`src/design/psi_pkg.sv`:
```
// Shared constants, types and functions of the polyphase sinc interpolator.
package psi_pkg;

    // Sizes of the filter and its table.
    localparam int MAX_FACTOR  = 64;
    localparam int TAPS        = 5;
    localparam int SAMPLE_W    = 16;
    localparam int COEF_W      = 16;
    localparam int COEF_FRAC   = 14;
    localparam int LINE_DEPTH  = TAPS + 1;
    localparam int TABLE_DEPTH = TAPS * MAX_FACTOR;

    // Widths, some derived from the sizes above.
    localparam int ADDR_W   = 9;
    localparam int PHASE_W  = $clog2(MAX_FACTOR);
    localparam int LEN_W    = $clog2(MAX_FACTOR + 1);
    localparam int FACTOR_W = 7;
    localparam int FILL_W   = 3;
    localparam int PROD_W   = SAMPLE_W + COEF_W;
    localparam int ACC_W    = PROD_W + $clog2(TAPS);
    localparam int Q_W      = ACC_W + 1 - COEF_FRAC;

    localparam logic [FACTOR_W-1:0] FACTOR_RESET = FACTOR_W'(10);

    // Item codes.
    localparam logic OP_SAMPLE = 1'b0;
    localparam logic OP_COEF   = 1'b1;

    // Rounding and saturation constants.
    localparam logic signed [ACC_W:0]   RND_HALF = (ACC_W + 1)'(1) << (COEF_FRAC - 1);
    localparam logic signed [Q_W-1:0]   SAT_MAX  = Q_W'((1 << (SAMPLE_W - 1)) - 1);
    localparam logic signed [Q_W-1:0]   SAT_MIN  = ~SAT_MAX;

    // One output phase travelling down the chain of tap cells.
    typedef struct packed {
        logic                    valid;
        logic [ADDR_W-1:0]       k;
        logic                    sel;
        logic [PHASE_W-1:0]      phase;
        logic                    last;
        logic signed [ACC_W-1:0] acc;
    } t_tok;

    // Round half up to Q1.15 and saturate to the sample range.
    function automatic logic signed [SAMPLE_W-1:0] round_sat(input logic signed [ACC_W-1:0] acc);
        logic signed [ACC_W:0] s;
        logic signed [Q_W-1:0] q;
        s = {acc[ACC_W-1], acc} + RND_HALF;
        q = s[ACC_W:COEF_FRAC];
        if (q > SAT_MAX) begin
            return SAT_MAX[SAMPLE_W-1:0];
        end else if (q < SAT_MIN) begin
            return SAT_MIN[SAMPLE_W-1:0];
        end
        return q[SAMPLE_W-1:0];
    endfunction

endpackage

```
`src/design/psi_sequencer.sv`:
```
// Fill counter and phase sequencer that feeds output phases into the cell chain.
module psi_sequencer (
    input  logic                      i_clk,
    input  logic                      i_rst_n,
    input  logic                      i_en,
    input  logic                      i_smp_beat,
    input  logic                      i_record_start,
    input  logic [psi_pkg::LEN_W-1:0] i_len,
    output psi_pkg::t_tok             o_tok,
    output logic                      o_active
);
    import psi_pkg::*;

    typedef enum logic [1:0] {
        S_IDLE = 2'b01,
        S_RUN  = 2'b10
    } t_seq_state;

    t_seq_state           r_state;
    t_seq_state           n_state;
    logic [FILL_W-1:0]    r_fill;
    logic [FILL_W-1:0]    n_fill;
    logic [FILL_W-1:0]    w_fill_base;
    logic [PHASE_W-1:0]   r_j;
    logic [PHASE_W-1:0]   n_j;
    logic [LEN_W-1:0]     r_len;
    logic [LEN_W-1:0]     n_len;
    logic                 w_last;

    // Fill count: cleared by a record start before the new sample is counted.
    always_comb begin
        w_fill_base = i_record_start ? '0 : r_fill;
        n_fill      = r_fill;
        if (i_smp_beat) begin
            n_fill = (w_fill_base < FILL_W'(LINE_DEPTH)) ? w_fill_base + FILL_W'(1)
                                                         : w_fill_base;
        end
    end

    assign w_last = ({1'b0, r_j} == (r_len - LEN_W'(1)));

    // Run control: one phase per advancing cycle until the last phase.
    always_comb begin
        n_state = r_state;
        n_j     = r_j;
        n_len   = r_len;
        case (r_state)
            S_IDLE: begin
                if (i_smp_beat && (n_fill == FILL_W'(LINE_DEPTH)) && (i_len != '0)) begin
                    n_state = S_RUN;
                    n_j     = '0;
                    n_len   = i_len;
                end
            end
            S_RUN: begin
                if (i_en) begin
                    if (w_last) begin
                        n_state = S_IDLE;
                    end else begin
                        n_j = r_j + PHASE_W'(1);
                    end
                end
            end
            default: begin
                n_state = S_IDLE;
            end
        endcase
    end

    always_ff @(posedge i_clk) begin
        if (!i_rst_n) begin
            r_state <= S_IDLE;
            r_fill  <= '0;
        end else begin
            r_state <= n_state;
            r_fill  <= n_fill;
        end
    end

    always_ff @(posedge i_clk) begin
        r_j   <= n_j;
        r_len <= n_len;
    end

    // Phase token: phase 0 starts at table word 0, phase j at word L-j.
    always_comb begin
        o_tok.valid = (r_state == S_RUN);
        o_tok.k     = (r_j == '0) ? '0 : ADDR_W'(r_len - LEN_W'(r_j));
        o_tok.sel   = (r_j != '0);
        o_tok.phase = r_j;
        o_tok.last  = w_last;
        o_tok.acc   = '0;
    end

    assign o_active = (r_state == S_RUN);

endmodule

```
`config.mk`:
```
export PLATFORM = sky130hd
export DESIGN_NAME = psi_sequencer
export DESIGN_NICKNAME = d
export VERILOG_FILES = /design/src/design/psi_pkg.sv /design/src/design/psi_sequencer.sv
export SDC_FILE = /design/constraint.sdc
export NUM_CORES = 1
export LEC_CHECK = 0
export BUFFER_PORTS_ARGS = -buffer_cell sky130_fd_sc_hd__clkbuf_2
export CAP_MARGIN = 20
export CORE_ASPECT_RATIO = 0.8
export CORE_UTILIZATION = 52
export DETAILED_ROUTE_END_ITERATION = 16
export GPL_ROUTABILITY_DRIVEN = 0
export PLACE_DENSITY_LB_ADDON = 0.3
export REMOVE_ABC_BUFFERS = 1
export SLEW_MARGIN = 0
export SYNTH_ARGS = -nofsm -noshare
export SYNTH_HDL_FRONTEND = slang
export SYNTH_SLANG_ARGS = --single-unit
```
`constraint.sdc`:
```
create_clock -name i_clk -period 6.07 [get_ports i_clk]
set_input_delay 1.821 -clock i_clk [delete_from_list [all_inputs] [get_ports i_clk]]
set_output_delay 1.821 -clock i_clk [all_outputs]
set_load 0.01 [all_outputs]
```
==> qor.txt, run 1 <==
Placed Instances: 238
I/O Buffers: 30
P_sw: 0.0559 mW
TritonCTS Buffers: 3
DRT Wirelength: 2.95 mm
VDD IR max: 0.000102 V
Setup CP Type: register to output pin
Sequential share of the synthesized area: 0.316
Internal reg-to-reg setup slack: 3.61 ns
CTS Buffer Depth: 2
Initial antenna violation count: 0
Highest clock rate: 241 MHz
Post-Syn Area: 1550 µm²
Share of cells above drive strength 1: 0.186
P_int: 0.194 mW
R2r endpoint: r_j[0]$_SDFFCE_PN0P_
Max-Cap Viols: 0
Sequential Power Share: 0.531
Root buf cell: clkbuf_8
I/O Pins: 66
Largest net degree at the start of global routing: 11
Fin crit share: 0.684
WP depth: 9
# hold bufs at CTS: 0
Area leader, netlist: edfxtp_1
Hold Crit Start: r_fill[1]$_SDFF_PN0_
Antenna cell count: 0
CTS tree: yes
Final Slew Violations: 0
Async set-or-reset flop fraction in the synthesized netlist: 0
Post-Layout Inst Area: 1650 µm²
Initial DRC Count: 45
Layout Skew: 0.00414 ns
Die area: 3200 µm²
Area after DPL: 1590 µm²
Utilization after layout: 0.590
Slew HR: 0.460
CTS H-tree depth: 1
Yosys warns: 0
Dpl ws: 2.17 ns
Die width: 63.0 µm
Worst reg2reg startpoint: r_len[1]$_DFFE_PP_
DRC: 0
Global-route wire length before repair: 4.78 mm
Final Hold Vio Count: 0
Vias in the first global route: 1029
WHS: 0.505 ns
First-pass DRT Iterations: 4
Total gr overflow: 0
Vias: 1159
Final WS setup: 1.92 ns
Reg2Reg Depth: 7
Synthesized flop and latch total: 18
Postcts setup bufs: 0
Power density over the cells: 152 nW/µm²
CP Launch Type: register
Status: finished clean
Clock transition at path regs: 0.07 ns
Final setup fails: 0
Worst-Margin Slew: 0.801 ns
Clk_lat worst skew: 0.25 ns
Synthesis-to-layout area growth: 6.13%
Mean Syn Cell Area: 8.91 µm²
Post-layout min period: 4.15 ns
Primary FF master, synth: edfxtp_1
Routed vias/inst: 4.79
Post-synth EDFFs: 13
Crit-path cells: ha_1, inv_1, fa_1, a21o_1, a21oi_1, o21ai_0, xor2_1, nor2_1, clkbuf_2
Final Power: 0.250 mW
Final ANT Viol Nets: 0
Switching share of power: 0.224
Cells after Synth: 174
Library cells used by synthesis: 33
CP max FO: 6
Routed WL per cell: 12.2 µm
Min-delay worst type: register to register
Core area: 2790 µm²
Post_cts resized: 0
Buffers & Inverters on Critical Path: 2
Site row count: 17
Logic pwr share: 0.081
Unrepaired setup endpoints after global routing: no
TNS Setup: 0 ns
Top post-synthesis cells by area: edfxtp_1 (25%), buf_4 (18%), ha_1 (8.1%), xnor2_1 (7.9%), dfxtp_1 (6.5%)
Initial Util: 0.556
CP max stage cell: edfxtp_1
Critical path data arrival time: 2.33 ns
Nets: 228
Worst Path Required: 4.25 ns
Endpoint, Worst Hold: r_fill[1]$_SDFF_PN0_
CP Capture Type: output pin
Clock share of power: 0.389
Top-area cell type share of the netlist area: 0.252
Total track usage: 0.195
HPWL Detailed: 2.44 mm
CP top delay family: adder cells
Hold path depth: 2
Die height: 50.8 µm
# clock sinks: 18
Leakage power: 0.763 nW
Fin cells: 242
Worst path max stage delay: 0.47 ns
[worst reg2reg max path: stages (launching register included)]
cell and delay (ns):
edfxtp_1 0.48, inv_1 0.09, ha_1 0.22, nor3b_1 0.24
xnor2_1 0.17, a211oi_2 0.07, and3_4 0.19, o21ai_0 0.65
[worst max-delay path by stage]
stage,start,to
floorplan,r_j[1]$_SDFFCE_PN0P_,o_tok[50]
detailed placement,i_record_start,r_j[4]$_SDFFCE_PN0P_
finish,r_j[0]$_SDFFCE_PN0P_,o_tok[49]
global placement,i_record_start,r_j[2]$_SDFFCE_PN0P_
CTS,r_j[0]$_SDFFCE_PN0P_,o_tok[49]
global route,r_j[0]$_SDFFCE_PN0P_,o_tok[49]
[Yosys cell counts, types with 2 or more instances]
cell type and count:
buf_4 38, inv_1 17, xnor2_1 14, edfxtp_1 13
nor2_1 13, ha_1 10, nand2_1 8, nor3_1 8
a21oi_1 7, dfxtp_1 5, o21ai_0 5, a21o_1 4
nand3_1 4, nor2b_1 3, a211oi_1 2, a211oi_2 2
and2_1 2, nor3b_1 2, nor4_1 2, xor2_1 2
[kinds of logic after synthesis]
group,Yosys count,synth area share
xor+xnor,16,0.0904
compound gates,24,0.104
fa+ha+maj,11,0.0936
flops,18,0.316
buf+inv,55,0.225
other cells,1,0.00242
simple gates,49,0.168
[registers in the layout, indices dropped and copies added, names as in the netlist]
register and flops:
r_fill 3, r_j 6, r_len 7, r_state 2
[power by group through the flow]
| stage | Combinational, mW | Sequential, mW | Clock, mW |
|---|---|---|---|
| 6_report | 0.0201 | 0.133 | 0.0970 |
| 5_1_grt | 0.0226 | 0.133 | 0.105 |
| 4_1_cts | 0.0198 | 0.132 | 0.0976 |
| 3_5_place_dp | 0.0198 | 0.135 | 0 |
| 3_3_place_gp | 0.0191 | 0.135 | 0 |
| 2_1_floorplan | 0.0132 | 0.135 | 0 |
[metal layers]
layer | part of all wire | up-vias | GRT usage
met2 | 0.48 | 61 | 0.335
met3 | 0.067 | 2 | 0.0424
met5 | 0 | - | 0
li1 | - | 577 | -
met1 | 0.45 | 519 | 0.254
met4 | 0.0034 | 0 | 0.0349
[cell usage in the layout, fill, tap and decap left out, drive strengths merged]
cell,synthesis,layout
conb,1,35
nand3,4,4
inv,17,17
and3b,1,1
nor4b,1,1
ha,10,10
and3,1,1
nand3b,1,1
o21a,1,1
nor4bb,1,1
dfxtp,5,5
xnor2,14,14
nand2,8,8
a21o,4,4
a21oi,7,7
clkbuf,0,34
nand2b,1,1
o311ai,1,1
fa,1,1
nor4,2,2
nor3b,2,2
edfxtp,13,13
nor2b,3,3
xor2,2,2
a31oi,1,1
a31o,1,1
o21ai,5,5
and2,2,2
a211oi,4,4
nor2,13,13
nor3,9,9
[area by class of cell]
type                            instances  area, µm²
Fill cell                             267       1140
Timing Repair Buffer                   30        150
Clock buffer                            4       55.1
Tap cell                               38       47.5
Sequential cell                        18        490
Multi-Input combinational cell        135        838
Inverter                               17       63.8
No activity file was read; power rests on OpenSTA's default activity.
==> run 2, diff against run 1 <==
- CORE_UTILIZATION: 52 -> 43
- clock period: 6.07 -> 3.8 ns (I/O delays scaled with it)
==> qor.txt, run 2 (synthesis gave the netlist of run 1 again) <==
Final Power: 0.375 mW
Max reg flops: 7
R2r endpoint: r_j[5]$_SDFFCE_PN0P_
Internal reg-to-reg setup slack: 1.36 ns
Routed WL per cell: 10.3 µm
Highest clock rate: 285 MHz
Worst-Margin Slew: 0.768 ns
Post_cts resized: 0
Unrepaired setup endpoints after global routing: no
Sequential Power Share: 0.564
Power density over the cells: 229 nW/µm²
CTS Buffer Depth: 2
Worst Path Required: 2.66 ns
First-pass DRT Iterations: 10
Die height: 55.7 µm
I/O Buffers: 30
Postcts setup bufs: 0
Highest-count cells in the layout ignoring fill and taps: conb_1 (35), clkbuf_2 (30), inv_1 (17)
CP Launch Type: register
Root buf cell: clkbuf_8
Area after DPL: 1600 µm²
Failing checks: design-rule violations
VDD IR max: 0.000175 V
Die width: 69.1 µm
Final Slew Violations: 0
Reg2Reg Depth: 7
Top flop regs: r_len x7, r_j x6, r_fill x3
Post-Layout Inst Area: 1640 µm²
Critical path data arrival time: 2.37 ns
Endpoint, Worst Hold: r_fill[1]$_SDFF_PN0_
Hold Crit Start: r_fill[1]$_SDFF_PN0_
Vias: 1127
Total track usage: 0.131
Setup CP Type: register to output pin
Clock share of power: 0.352
DRC: 2
Synthesis-to-layout area growth: 5.81%
Clock transition at path regs: 0.06 ns
Hold path depth: 2
I/O Pins: 66
Final ANT Viol Nets: 0
Leakage power: 0.757 nW
Min-delay worst type: register to register
Site row count: 19
# hold bufs at CTS: 0
Share of cells above drive strength 1: 0.181
Clk_lat worst skew: 0.25 ns
Placed Instances: 242
Logic pwr share: 0.083
CP max FO: 5
Global-route wire length before repair: 4.04 mm
Fin crit share: 0.924
Initial antenna violation count: 0
Worst reg2reg startpoint: r_len[1]$_DFFE_PP_
CTS H-tree depth: 1
CP Capture Type: output pin
Filler cell count in the final layout: 343
HPWL Detailed: 2.14 mm
Initial Util: 0.450
Nets: 228
Largest net degree at the start of global routing: 11
Core area: 3450 µm²
Fin cells: 246
Switching share of power: 0.222
Final setup fails: 0
Vias in the first global route: 881
Commonest non-fill, non-tap cell in the layout: conb_1
Slew HR: 0.483
TNS Setup: 0 ns
Routed vias/inst: 4.58
Seq. cell area: 490 µm²
Die area: 3850 µm²
Layout Skew: 0.00311 ns
TritonCTS Buffers: 3
P_sw: 0.0834 mW
Total gr overflow: 0
Multi-input gate area: 838 µm²
P_int: 0.292 mW
# clock sinks: 18
DRT Wirelength: 2.54 mm
CTS tree: yes
Max-Cap Viols: 0
Status: finished with violations
Post-layout min period: 3.51 ns
Largest register by flop count: r_len
Initial DRC Count: 30
Antenna cell count: 0
Final Hold Vio Count: 0
==> run 2: metrics by stage <==
stage | util | hold WS, ns | worst slack (ns)
finish | 0.476 | 0.503 | 0.289
global route | 0.476 | 0.541 | 0.108
CTS | 0.476 | 0.498 | 0.296
detailed placement | 0.463 | 0.488 | 0.565
global placement | 0.463 | 0.504 | 0.632
floorplan | - | 0.457 | 0.578
==> run 2: how the worst max path moves through the flow <==
stage,from,slack (ns),endpoint
after global routing,r_j[1]$_SDFFCE_PN0P_,0.11,o_tok[50]
after CTS,r_j[1]$_SDFFCE_PN0P_,0.30,o_tok[50]
after global placement,r_len[0]$_DFFE_PP_,0.63,o_tok[49]
final,r_j[1]$_SDFFCE_PN0P_,0.29,o_tok[50]
after detailed placement,r_j[1]$_SDFFCE_PN0P_,0.57,o_tok[50]
after floorplan,r_j[1]$_SDFFCE_PN0P_,0.58,o_tok[50]
==> run 2: cell type report <==
type                    instances  share of cell area
multi-input cells             135               0.511
flip-flops and latches         18               0.299
repair buffers                 30              0.0915
inverters                      17              0.0389
well taps                      42              0.0320
clock buffers                   4              0.0275
==> run 2: power groups by stage <==
stage / clock [mW] / combinational, mW / sequential, mW
after floorplan: 0 / 0.0211 / 0.216
after global placement: 0 / 0.0308 / 0.216
after detailed placement: 0 / 0.0308 / 0.216
after CTS: 0.136 / 0.0308 / 0.212
after global routing: 0.146 / 0.0348 / 0.212
final: 0.132 / 0.0313 / 0.212
==> run 2: critical path, cell delays in order (launching register included) <==
cell      delay, ns
edfxtp_1       0.48
inv_1          0.17
ha_1           0.24
nor2b_1        0.12
o21ai_0        0.25
a21oi_1        0.15
o21a_1         0.21
nor4_1         0.30
clkbuf_2       0.21
==> run 2: metal layers <==
layer	vias to the layer above	global-route usage	wire length (µm)
li1	579	-	-
met4	0	0.0350	0
met1	499	0.188	1290
met5	-	0	0
met3	0	0.0308	154
met2	49	0.198	1100
